[src/rtl/lru_key_value_cache_assert.svh]
// Assertion macros for the LRU key-value cache.
`ifndef LRU_KEY_VALUE_CACHE_ASSERT_SVH
`define LRU_KEY_VALUE_CACHE_ASSERT_SVH

`ifndef SYNTHESIS

// Concurrent property check, sampled on the rising clock, off while in reset.
`define LKV_ASSERT(lbl, clk, rst_n, prop, msg) \
    lbl: assert property (@(posedge clk) disable iff (!rst_n) prop) else $error(msg);

// Condition that must never be seen at a clock edge outside reset.
`define LKV_ASSERT_NEVER(lbl, clk, rst_n, cond, msg) \
    lbl: assert property (@(posedge clk) disable iff (!rst_n) !(cond)) else $error(msg);

`else

`define LKV_ASSERT(lbl, clk, rst_n, prop, msg)
`define LKV_ASSERT_NEVER(lbl, clk, rst_n, cond, msg)

`endif

`endif

[src/rtl/lkv_pkg.sv]
`default_nettype none

package lkv_pkg;

    localparam int ENTRIES = 16;
    localparam int IDX_W   = (ENTRIES > 1) ? $clog2(ENTRIES) : 1;
    localparam int CNT_W   = $clog2(ENTRIES + 1);
    localparam int CAP_W   = 5;
    localparam int CMP_W   = (CNT_W > CAP_W) ? CNT_W : CAP_W;
    localparam int KEY_W   = 32;
    localparam int VAL_W   = 32;

    localparam logic [CAP_W-1:0] CAP_RESET = 5'd16;

    typedef enum logic [0:0] {
        CMD_GET = 1'b0,
        CMD_PUT = 1'b1
    } cmd_e;

    typedef struct packed {
        cmd_e                     command;
        logic signed [KEY_W-1:0]  lookup_key;
        logic signed [VAL_W-1:0]  write_value;
    } req_t;

    typedef struct packed {
        logic                     hit;
        logic signed [VAL_W-1:0]  read_value;
    } rsp_t;

endpackage

`default_nettype wire

[src/rtl/lkv_find.sv]
`default_nettype none

// Lowest-index priority encoder over one request bit per entry.
module lkv_find (
    input  wire logic [lkv_pkg::ENTRIES-1:0]  req,
    output logic                              found,
    output logic [lkv_pkg::IDX_W-1:0]         idx
);

    always_comb
    begin
        found = |req;
        idx   = '0;
        for (int i = lkv_pkg::ENTRIES - 1; i >= 0; i--)
        begin
            if (req[i])
            begin
                idx = lkv_pkg::IDX_W'(i);
            end
        end
    end

endmodule

`default_nettype wire

[src/rtl/lkv_store.sv]
`default_nettype none

// Entry storage, parallel key match, recency ranks and replacement.
module lkv_store (
    input  wire logic                        clk,
    input  wire logic                        rst_n,
    input  wire logic                        update,
    input  wire lkv_pkg::req_t               req,
    input  wire logic [lkv_pkg::CAP_W-1:0]   capacity,
    output lkv_pkg::rsp_t                    rsp
);

    localparam int N = lkv_pkg::ENTRIES;

    logic                               valid_reg [N];
    logic                               valid_next [N];
    logic [lkv_pkg::IDX_W-1:0]          rank_reg [N];
    logic [lkv_pkg::IDX_W-1:0]          rank_next [N];
    logic [lkv_pkg::KEY_W-1:0]          key_reg [N];
    logic [lkv_pkg::VAL_W-1:0]          value_reg [N];
    logic [lkv_pkg::CNT_W-1:0]          occ_reg;
    logic [lkv_pkg::CNT_W-1:0]          occ_next;

    logic [N-1:0]                       hit_vec;
    logic [N-1:0]                       victim_vec;
    logic [N-1:0]                       free_vec;
    logic                               hit;
    logic                               victim_found;
    logic                               free_found;
    logic [lkv_pkg::IDX_W-1:0]          hit_idx;
    logic [lkv_pkg::IDX_W-1:0]          victim_idx;
    logic [lkv_pkg::IDX_W-1:0]          free_idx;

    logic [lkv_pkg::CMP_W-1:0]          cap_ext;
    logic [lkv_pkg::CMP_W-1:0]          eff_cap;
    logic                               full;
    logic [lkv_pkg::IDX_W-1:0]          lru_rank;

    logic                               touch;
    logic [lkv_pkg::IDX_W-1:0]          slot;
    logic [lkv_pkg::IDX_W-1:0]          old_rank;
    logic                               insert;
    logic                               write_key;
    logic                               write_value;

    assign lru_rank = lkv_pkg::IDX_W'(occ_reg - lkv_pkg::CNT_W'(1));

    always_comb
    begin
        for (int i = 0; i < N; i++)
        begin
            hit_vec[i]    = valid_reg[i] && (key_reg[i] == req.lookup_key);
            victim_vec[i] = valid_reg[i] && (rank_reg[i] == lru_rank);
            free_vec[i]   = !valid_reg[i];
        end
    end

    lkv_find u_find_hit (
        .req   (hit_vec),
        .found (hit),
        .idx   (hit_idx)
    );

    lkv_find u_find_victim (
        .req   (victim_vec),
        .found (victim_found),
        .idx   (victim_idx)
    );

    lkv_find u_find_free (
        .req   (free_vec),
        .found (free_found),
        .idx   (free_idx)
    );

    // Zero acts as one, anything above the entry count saturates.
    always_comb
    begin
        cap_ext = lkv_pkg::CMP_W'(capacity);
        priority if (cap_ext == '0)
        begin
            eff_cap = lkv_pkg::CMP_W'(1);
        end
        else if (cap_ext > lkv_pkg::CMP_W'(N))
        begin
            eff_cap = lkv_pkg::CMP_W'(N);
        end
        else
        begin
            eff_cap = cap_ext;
        end
        full = (lkv_pkg::CMP_W'(occ_reg) >= eff_cap) && (occ_reg != '0);
    end

    always_comb
    begin
        touch       = 1'b0;
        slot        = hit_idx;
        old_rank    = rank_reg[hit_idx];
        insert      = 1'b0;
        write_key   = 1'b0;
        write_value = 1'b0;
        rsp.hit        = hit;
        rsp.read_value = '0;
        unique case (req.command)
            lkv_pkg::CMD_GET:
            begin
                if (hit)
                begin
                    touch          = 1'b1;
                    rsp.read_value = value_reg[hit_idx];
                end
            end
            lkv_pkg::CMD_PUT:
            begin
                touch       = 1'b1;
                write_value = 1'b1;
                if (!hit)
                begin
                    write_key = 1'b1;
                    if (full)
                    begin
                        // reuse the least recent slot; index 0 if none matched
                        slot     = victim_found ? victim_idx : '0;
                        old_rank = lru_rank;
                    end
                    else
                    begin
                        slot     = free_idx;
                        old_rank = lkv_pkg::IDX_W'(occ_reg);
                        insert   = free_found;
                    end
                end
            end
            default:
            begin
                touch = 1'b0;
            end
        endcase
    end

    always_comb
    begin
        occ_next = occ_reg;
        for (int i = 0; i < N; i++)
        begin
            valid_next[i] = valid_reg[i];
            rank_next[i]  = rank_reg[i];
        end
        if (update && touch)
        begin
            // age every valid entry more recent than the touched one
            for (int i = 0; i < N; i++)
            begin
                if (valid_reg[i] && (lkv_pkg::IDX_W'(i) != slot) && (rank_reg[i] < old_rank))
                begin
                    rank_next[i] = rank_reg[i] + lkv_pkg::IDX_W'(1);
                end
            end
            rank_next[slot] = '0;
            if (insert)
            begin
                valid_next[slot] = 1'b1;
                occ_next         = occ_reg + lkv_pkg::CNT_W'(1);
            end
        end
    end

    always_ff @(posedge clk or negedge rst_n)
    begin
        if (!rst_n)
        begin
            occ_reg <= '0;
            for (int i = 0; i < N; i++)
            begin
                valid_reg[i] <= 1'b0;
                rank_reg[i]  <= '0;
            end
        end
        else
        begin
            occ_reg <= occ_next;
            for (int i = 0; i < N; i++)
            begin
                valid_reg[i] <= valid_next[i];
                rank_reg[i]  <= rank_next[i];
            end
        end
    end

    always_ff @(posedge clk)
    begin
        if (update && write_key)
        begin
            key_reg[slot] <= req.lookup_key;
        end
        if (update && write_value)
        begin
            value_reg[slot] <= req.write_value;
        end
    end

endmodule

`default_nettype wire

[src/rtl/lru_key_value_cache.sv]
// LRU key-value cache, fully associative, 16 entries.
//
// Request channel (req_valid/req_ready/req): one get or put per transaction.
// Response channel (rsp_valid/rsp_ready/rsp): exactly one response per request,
// in request order. hit reports whether the key was present; read_value holds
// the stored value on a get hit and zero otherwise.
// Config channel (cfg_valid/cfg_ready/cfg_data): writes capacity; always ready.
// Write it only while no request is in flight.
//
// Path: an accepted request is held in the request register, then looked up
// and applied to the store as it moves into the response register (rsp_valid).
// Throughput: one request per cycle while the response is not stalled; the key
// match, rank update and replacement all complete combinationally between the
// request register and the response register.
// Stall: while rsp_ready is low the response holds, the request register
// keeps its item, and req_ready drops once that register is occupied.
// Reset: the store is empty, all ranks zero, capacity 16.
`default_nettype none

`include "lru_key_value_cache_assert.svh"

module lru_key_value_cache (
    input  wire logic                        clk,
    input  wire logic                        rst_n,
    input  wire logic                        req_valid,
    output logic                             req_ready,
    input  wire lkv_pkg::req_t               req,
    output logic                             rsp_valid,
    input  wire logic                        rsp_ready,
    output lkv_pkg::rsp_t                    rsp,
    input  wire logic                        cfg_valid,
    output logic                             cfg_ready,
    input  wire logic [lkv_pkg::CAP_W-1:0]   cfg_data
);

    logic                        in_valid_reg;
    logic                        in_valid_next;
    lkv_pkg::req_t               in_reg;
    logic                        out_valid_reg;
    logic                        out_valid_next;
    lkv_pkg::rsp_t               out_reg;
    logic [lkv_pkg::CAP_W-1:0]   cap_reg;
    logic [lkv_pkg::CAP_W-1:0]   cap_next;

    logic                        advance;
    logic                        req_fire;
    lkv_pkg::rsp_t               rsp_comb;

    // advance the held request into the response register when it is empty or being drained
    assign advance   = in_valid_reg && (!out_valid_reg || rsp_ready);
    assign req_ready = !in_valid_reg || advance;
    assign req_fire  = req_valid && req_ready;
    assign cfg_ready = 1'b1;

    assign rsp_valid = out_valid_reg;
    assign rsp       = out_reg;

    lkv_store u_store (
        .clk      (clk),
        .rst_n    (rst_n),
        .update   (advance),
        .req      (in_reg),
        .capacity (cap_reg),
        .rsp      (rsp_comb)
    );

    always_comb
    begin
        in_valid_next  = in_valid_reg;
        out_valid_next = out_valid_reg;
        cap_next       = cap_reg;
        if (advance)
        begin
            in_valid_next = 1'b0;
        end
        if (req_fire)
        begin
            in_valid_next = 1'b1;
        end
        if (rsp_ready)
        begin
            out_valid_next = 1'b0;
        end
        if (advance)
        begin
            out_valid_next = 1'b1;
        end
        if (cfg_valid && cfg_ready)
        begin
            cap_next = cfg_data;
        end
    end

    always_ff @(posedge clk or negedge rst_n)
    begin
        if (!rst_n)
        begin
            in_valid_reg  <= 1'b0;
            out_valid_reg <= 1'b0;
            cap_reg       <= lkv_pkg::CAP_RESET;
        end
        else
        begin
            in_valid_reg  <= in_valid_next;
            out_valid_reg <= out_valid_next;
            cap_reg       <= cap_next;
        end
    end

    always_ff @(posedge clk)
    begin
        if (req_fire)
        begin
            in_reg <= req;
        end
        if (advance)
        begin
            out_reg <= rsp_comb;
        end
    end

    `LKV_ASSERT_NEVER(a_no_overwrite, clk, rst_n, req_fire && in_valid_reg && !advance, "request register overwritten")
    `LKV_ASSERT(a_advance_gives_rsp, clk, rst_n, advance |=> out_valid_reg, "advanced request produced no response")
    `LKV_ASSERT(a_stall_blocks_advance, clk, rst_n, (out_valid_reg && !rsp_ready) |-> !advance, "request advanced over a stalled response")

endmodule

`default_nettype wire
[config.mk]
export PLATFORM = sky130hd
export DESIGN_NAME = lru_key_value_cache
export DESIGN_NICKNAME = d
export VERILOG_FILES = /design/src/rtl/lkv_pkg.sv /design/src/rtl/lkv_find.sv /design/src/rtl/lkv_store.sv /design/src/rtl/lru_key_value_cache.sv
export VERILOG_INCLUDE_DIRS = /design/src /design/src/rtl
export SDC_FILE = /design/constraint.sdc
export NUM_CORES = 2
export LEC_CHECK = 0
export ABC_AREA = 1
export BUFFER_PORTS_ARGS = -buffer_cell sky130_fd_sc_hd__buf_2
export CORE_ASPECT_RATIO = 0.6
export CORE_MARGIN = 8
export CORE_UTILIZATION = 38
export DETAILED_ROUTE_END_ITERATION = 6
export PLACE_DENSITY = 0.6
export SETUP_SLACK_MARGIN = 0.15
export SYNTH_ARGS = -nofsm -noshare
export SYNTH_HDL_FRONTEND = slang
export SYNTH_SLANG_ARGS = --single-unit
[constraint.sdc]
create_clock -name clk -period 5.7 [get_ports clk]
set_input_delay 0.285 -clock clk [delete_from_list [all_inputs] [get_ports clk]]
set_output_delay 0.285 -clock clk [all_outputs]
set_load 0.005 [all_outputs]
# Yosys cells after proc, flatten, opt, wreduce, memory -nomap -nowiden

Memory sizes are Yosys's and may differ from the RTL's. A register that Yosys moved wholly into a read port is not among the register bits.
Cells that the tools add are included.

Output and inout bits: 36
Word-level logic and storage cells: 348
Memories kept: 2
Register bits: 158
RAM bits: 1024

Reductions and logical operators: 101
Eq/ne operators: 47
Magnitude comparators: 21
Bitwise gates (word level): 7
Mux-type cells: 112
$add $sub $neg: 18

Memory list:

| name              | words | width | rd ports | clocked after Yosys merged registers in | wr ports | line            | text |
|---|---|---|---|---|---|---|---|
| u_store.key_reg   | 16    | 32    | 16       | 0                                       | 1        | lkv_store.sv:19 | `logic [lkv_pkg::KEY_W-1:0] key_reg [N];` |
| u_store.value_reg | 16    | 32    | 1        | 1                                       | 1        | lkv_store.sv:20 | `logic [lkv_pkg::VAL_W-1:0] value_reg [N];` |

Operators with widths:

| cell                  | number |
|---|---|
| $eq A32 B32 Y1        | 16 |
| $mux W4               | 90 |
| $logic_and A1 B1 Y1   | 71 |
| $add A4 B1 Y4 const B | 16 |
| $and A64 B64 Y64      | 1 |
| $eq A4 B4 Y1          | 16 |
| $lt A4 B4 Y1          | 16 |
| $not A64 Y64          | 1 |
| $reduce_or A16 Y1     | 3 |
| $ne A4 B4 Y1 const A  | 8 |
| $logic_not A1 Y1      | 18 |
| $bmux W4 S4           | 1 |
| $demux W4 S4          | 1 |
| $mux W1               | 16 |
| $ne A3 B4 Y1 const A  | 4 |
| $or A16 B16 Y16       | 1 |
| $ge A5 B5 Y1 const B  | 2 |
| $mux W5               | 2 |
| $not A4 Y5            | 2 |
| $ne A2 B4 Y1 const A  | 2 |
| $add A5 B1 Y5 const B | 1 |
| $ge A5 B5 Y1          | 1 |
| $gt A5 B5 Y1 const B  | 1 |
| $logic_not A5 Y1      | 1 |
| 12 further kinds      | 15 |

# Depth between registers and ports, before layout

Word-level depth: 30
Depth in mapped cells: 42
Mapped depth without buffers: 39

# Cells and area by module

From an unflattened synthesis, not the netlist that was laid out.

Cell total of the unflattened synthesis: 4366
Area total of the unflattened synthesis: 53110.9 um^2

By module, submodules not included:

| module              | area each (um^2) | cells an instance | instances |
|---|---|---|---|
| lkv_store           | 49231.0          | 4086              | 1 |
| lru_key_value_cache | 3253.1           | 133               | 1 |
| lkv_find            | 209.0            | 49                | 3 |

# Least setup slack after synthesis

OpenSTA, ideal clock, no wires.

Path type: reg2reg
Start: register u_store.occ_reg[0] (netlist name)
End: memory u_store.key_reg[3][0] (netlist name), enable pin
Path buffers: 5
Clock period less this slack: 6.076 ns
Setup time: 0.461 ns
Data arrival time: 5.615 ns
Slack: -0.376 ns
Cell stages (with the launch flop): 22
Path through: dfrtp_1 > buf_2 > inv_2 > buf_1 > ha_1 > clkbuf_1 > buf_2 > buf_1 > o221ai_1 > a211oi_1 > o21ai_0 > nand2_1 > nor2_1 > nand2_1 > o21ai_0 > nor3_1 > o21ai_1 > nand2_1 > inv_2 > nor2_2 > nand2_1 > nor3_1

Cells in the longest elaborated chain, start to end: 23
Elaborated cells between the ends (all ways): 57
Classes of those cells: add/sub (1); order compare (1); eq/ne (16); mux (20); reduce/logical (19)

RTL lines:

| what                          | line             | text |
|---|---|---|
| start: declaration            | lkv_store.sv:21  | `logic [lkv_pkg::CNT_W-1:0] occ_reg;` |
| start signal: assignment      | lkv_store.sv:182 | `occ_reg <= occ_next;` |
| $sub A4 B1 Y4 *               | lkv_store.sv:46  | `assign lru_rank = lkv_pkg::IDX_W'(occ_reg - lkv_pkg::CNT_W'(1));` |
| net u_store.lru_rank, one bit | lkv_store.sv:37  | `logic [lkv_pkg::IDX_W-1:0] lru_rank;` |
| $eq A4 B4 Y1                  | lkv_store.sv:53  | `victim_vec[i] = valid_reg[i] && (rank_reg[i] == lru_rank);` |
| $logic_and A1 B1 Y1           | lkv_store.sv:53  |  |
| $mux W4 (16 in a row)         | lkv_find.sv:16   | `if (req[i])` |
| $mux W4 *                     | lkv_store.sv:124 | `slot = victim_found ? victim_idx : '0;` |
| $mux W4 *                     | lkv_store.sv:121 | `if (full)` |
| $mux W4 *                     | lkv_store.sv:118 | `if (!hit)` |
| $mux W4 *                     | lkv_store.sv:105 | `unique case (req.command)` |
| end: declaration              | lkv_store.sv:19  |  |

Mark *: on every way through the listed nets, which the timed path passes. The rest lies on a longest branch.

# Final worst setup path

Start: register in_reg[42] (netlist name)
End: register u_store.rank_reg[53] (netlist name)

Cells in the longest elaborated chain, start to end: 29
Elaborated cells between the ends (all ways): 74
Classes of those cells: order compare (3); eq/ne (17); mux (29); bitwise (4); reduce/logical (21)

RTL lines:

| what                                       | line                       | text |
|---|---|---|
| start: declaration                         | lru_key_value_cache.sv:38  | `lkv_pkg::req_t in_reg;` |
| start signal: assignment                   | lru_key_value_cache.sv:114 | `in_reg <= req;` |
| $eq A32 B32 Y1                             | lkv_store.sv:52            | `hit_vec[i] = valid_reg[i] && (key_reg[i] == req.lookup_key);` |
| $logic_and A1 B1 Y1                        | lkv_store.sv:52            |  |
| $mux W4 (16 in a row)                      | lkv_find.sv:16             |  |
| $not A4 Y5 (not written as such)           | lkv_store.sv:99            | `old_rank = rank_reg[hit_idx];` |
| $bmux W4 S4                                | lkv_store.sv:99            |  |
| $mux W4 (not written as such) (2 in a row) | lkv_store.sv:99            |  |
| $mux W4                                    | lkv_store.sv:118           |  |
| $mux W4                                    | lkv_store.sv:105           |  |
| $lt A4 B4 Y1                               | lkv_store.sv:155           | `if (valid_reg[i] && (lkv_pkg::IDX_W'(i) != slot) && (rank_reg[i] < old_rank))` |
| $logic_and A1 B1 Y1                        | lkv_store.sv:155           |  |
| $mux W4                                    | lkv_store.sv:155           |  |
| $mux W4                                    | lkv_store.sv:150           | `if (update && touch)` |
| $and A64 B64 Y64 (no line)                 | n/a                        |  |
| end signal: indexed assignment             | lkv_store.sv:186           | `rank_reg[i] <= rank_next[i];` |
| end: declaration                           | lkv_store.sv:17            | `logic [lkv_pkg::IDX_W-1:0] rank_reg [N];` |

Parallel ways exist; a longest one is shown, timed or not. The select of a mux whose other input is x is not followed.
A chain may end at the register's enable or synchronous reset.

==> flow_summary.toml <==
[yosys]
synth_ff_type = "edfxtp_1"
synth_fp_nets = 4765
synthMuxAreaShare = 0.000624
synth-edff-count = 1122
synth_cells = 4618
synth-adder-area-share = 0.0166
ys_seq_elements = 1214
ys_async_sr_fraction = 0.0758
yosysWarnings = 0
seq_area_frac_synth = 0.665
synthesis.area_mm2 = 0.0542
synth_top_family_by_area = "compound AO/OA/AOI/OAI gates"
avgSynthCellArea_um2 = 11.7
yosysUniqueCellTypes = 71
synth_xor_area_frac = 0.0284
synth_simple_gate_area_frac = 0.117
synth_compound_area_frac = 0.119

[die]
rows = 107
initial_core_util = 0.382
die_h_um = 308
die_w_um = 503
core_mm2 = 0.142
die-area_mm2 = 0.155
io_pins = 111

[clock_tree]
cts_made_buffers = 114
cts_root_buffer = "clkbuf_16"
cts.sink_count = 1214
clk_latency_ns = 0.78
cts-htree-levels = 3
cts_tree = "done"
clk_path_buf_depth = 3
clk_pin_slew_ns = 0.07

[hold_path]
min_path_type = "in2async"

[global_routing]
antenna_found_initial = 8
grt_first_pass_wirelength_mm = 258
grt_usage = 0.224
grt_max_degree = 265
first_global_vias = 36900
grt_overflow_total = 0

[setup_path]
arrival_ns = 5.95
slowest_delay_ns = 0.45
ff2ff_setup_slack_ns = 0.34
crit_slowest_cell = "edfxtp_1"
crit_fanout = 8
reg2reg_depth = 31
end_kind = "flop"
critPathLaunchType = "flop"
required_ns = 6.29
critPathKind = "reg2reg"

[finish]
syn_to_final_growth_pct = 21.5
final_cells = 7134
drive_gt1_frac = 0.183
fill_cells = 12700
antennaDiodeCount = 0
fin_nets = 5281

[power_and_ir_drop]
p_leak_nw = 24.5
power.density_mw_per_mm2 = 319
ir_worst_vdd_mv = 0.322
p_total_mw = 21.0

[placement]
gp_congestion = 0.959
pre_cts_slack_ns = -0.474
dpl.cell_count = 6821
port_buffers = 109
hpwl_mm = 118

[routing]
route.detailed.wl_per_inst_um = 25.3
ant_nets = 0
wirelength_mm = 180
drtIter0Drc = 5629
post_drt_via_cell_ratio = 5.61
drc = 0
vias = 40000
drtPass1Iterations = 7

[sta]
rsz0062_at_grt = "false"
finalClockSkew_ns = 0.0840
hold_ws_ns = 0.0640
max_slew_margin = 0.0433
fmax_mhz = 187
tightest_slew_ns = 1.44
fin_ws_ns = 0.340
maxSlewViolCount = 0
timing.final.crit_share = 0.940
final-hold-violation-count = 0
layout_min_cycle_time_ns = 5.36
final-setup-viol-count = 0

[outcome]
status = "finished clean"

[job]
maxCapViolCount = 0
## cell type report
| cell class | instances | area [um^2] | area share |
|---|---|---|---|
| flip-flops and latches | 1214 | 36000 | 0.547 |
| multi-input cells | 2732 | 16000 | 0.243 |
| repair buffers | 632 | 6100 | 0.0927 |
| clock buffers | 140 | 3000 | 0.0456 |
| well taps | 1907 | 2390 | 0.0363 |
| inverters | 440 | 1680 | 0.0255 |
| clock inverters | 69 | 642 | 0.00975 |
## report_power, final
part	internal, mW	switching [mW]
Sequential	10.1	0.407
Combinational	1.10	1.77
Clock	4.09	3.53
Total	15.3	5.71
## worst max-delay path: cells and delay by family, from the launching register on
kind,cells,cell delay (ns)
flops,1,0.45
xor+xnor,1,0.16
fa+ha+maj,1,0.29
buf+inv,9,1.45
simple gates,12,1.24
compound gates,8,1.60
## layout by cell type, fill, tap and decap left out, types with 102 or more instances in the layout
master     count
a21oi_1      345
buf_12       102
buf_2        108
buf_4        319
clkbuf_16    118
edfxtp_1    1122
inv_1        381
nand2_1      622
nand3_1      184
nor2_1       313
o21ai_0      311
## path summary, 6_finish.rpt
path	start	endpoint
max	in_reg[42]	u_store.rank_reg[53]
min reg2reg	in_valid_reg	rsp_valid
max in group asynchronous	rst_n	in_valid_reg
min	rst_n	u_store.rank_reg[56]
max reg2reg	in_reg[42]	u_store.rank_reg[53]
min in group clk	req[11]	in_reg[11]
## cells in the mapped netlist (3+ instances only)
| cell | count | area, um^2 |
|---|---|---|
| nand3_2 | 3 | 30.0 |
| a22oi_1 | 3 | 22.5 |
| xnor2_1 | 87 | 762 |
| nor2_2 | 4 | 25.0 |
| a221oi_1 | 21 | 184 |
| nor4_1 | 25 | 156 |
| buf_2 | 49 | 245 |
| mux2_2 | 3 | 33.8 |
| o21ai_1 | 28 | 140 |
| nor2_1 | 334 | 1250 |
| buf_6 | 23 | 259 |
| nand2_4 | 6 | 67.6 |
| inv_1 | 383 | 1440 |
| a31oi_1 | 4 | 25.0 |
| inv_2 | 53 | 199 |
| or2_2 | 51 | 319 |
| o21a_1 | 3 | 22.5 |
| nand2_1 | 627 | 2350 |
| a211oi_1 | 35 | 263 |
| clkinv_1 | 3 | 11.3 |
| o2111ai_1 | 11 | 96.3 |
| nand3_1 | 188 | 941 |
| nor3b_1 | 3 | 22.5 |
| edfxtp_1 | 1122 | 33700 |
| or4_1 | 11 | 82.6 |
| nor3_1 | 51 | 255 |
| a21oi_1 | 348 | 1740 |
| and2_1 | 7 | 43.8 |
| a2111oi_2 | 3 | 45.0 |
| a2111oi_0 | 21 | 184 |
| nand2_2 | 22 | 138 |
| buf_4 | 43 | 323 |
| ha_1 | 72 | 901 |
| o21ai_0 | 317 | 1590 |
| o22ai_1 | 79 | 494 |
| dfrtp_1 | 91 | 2280 |
| xor2_1 | 87 | 762 |
| clkbuf_1 | 104 | 390 |
| a22o_1 | 26 | 228 |
| buf_1 | 12 | 45.0 |
| o311ai_0 | 96 | 841 |
| o211ai_1 | 37 | 278 |
| nand4_1 | 74 | 463 |
| o221ai_1 | 14 | 123 |
## per-layer routing
metal,GRT usage,routed length (um),part of all wire
met5,0,9,0.000050
met2,0.290,69000,0.38
met4,0.0419,3370,0.019
met1,0.361,83300,0.46
met3,0.0710,24600,0.14
## repair_timing
item                       4_1_cts  5_1_grt
resized for setup                9      113
cloned                           0        3
hold endpoints to repair       108        0
buffers inserted                 0       19
pin swaps                        0       25
setup endpoints to repair       79       69
hold buffers                    82        0
## kinds of logic after synthesis
kind of cell / Yosys count
AOI/OAI and AO/OA: 1061
xor gates and xnor gates: 175
adders and majority gates: 72
buffers and inverters: 672
DFF: 1214
muxes: 3
other: 1
and+or+nand+nor: 1420
## per-stage QoR
step / TNS (ns) / utilization / instance area, um^2
finish: 0 / 0.465 / 65800
global route: 0 / 0.465 / 65800
global placement: -16.14 / 0.427 / 60500
CTS: 0 / 0.459 / 65000
floorplan: 0 / - / 54200
detailed placement: -16.86 / 0.427 / 60500
(Power assumes the default switching activity.)
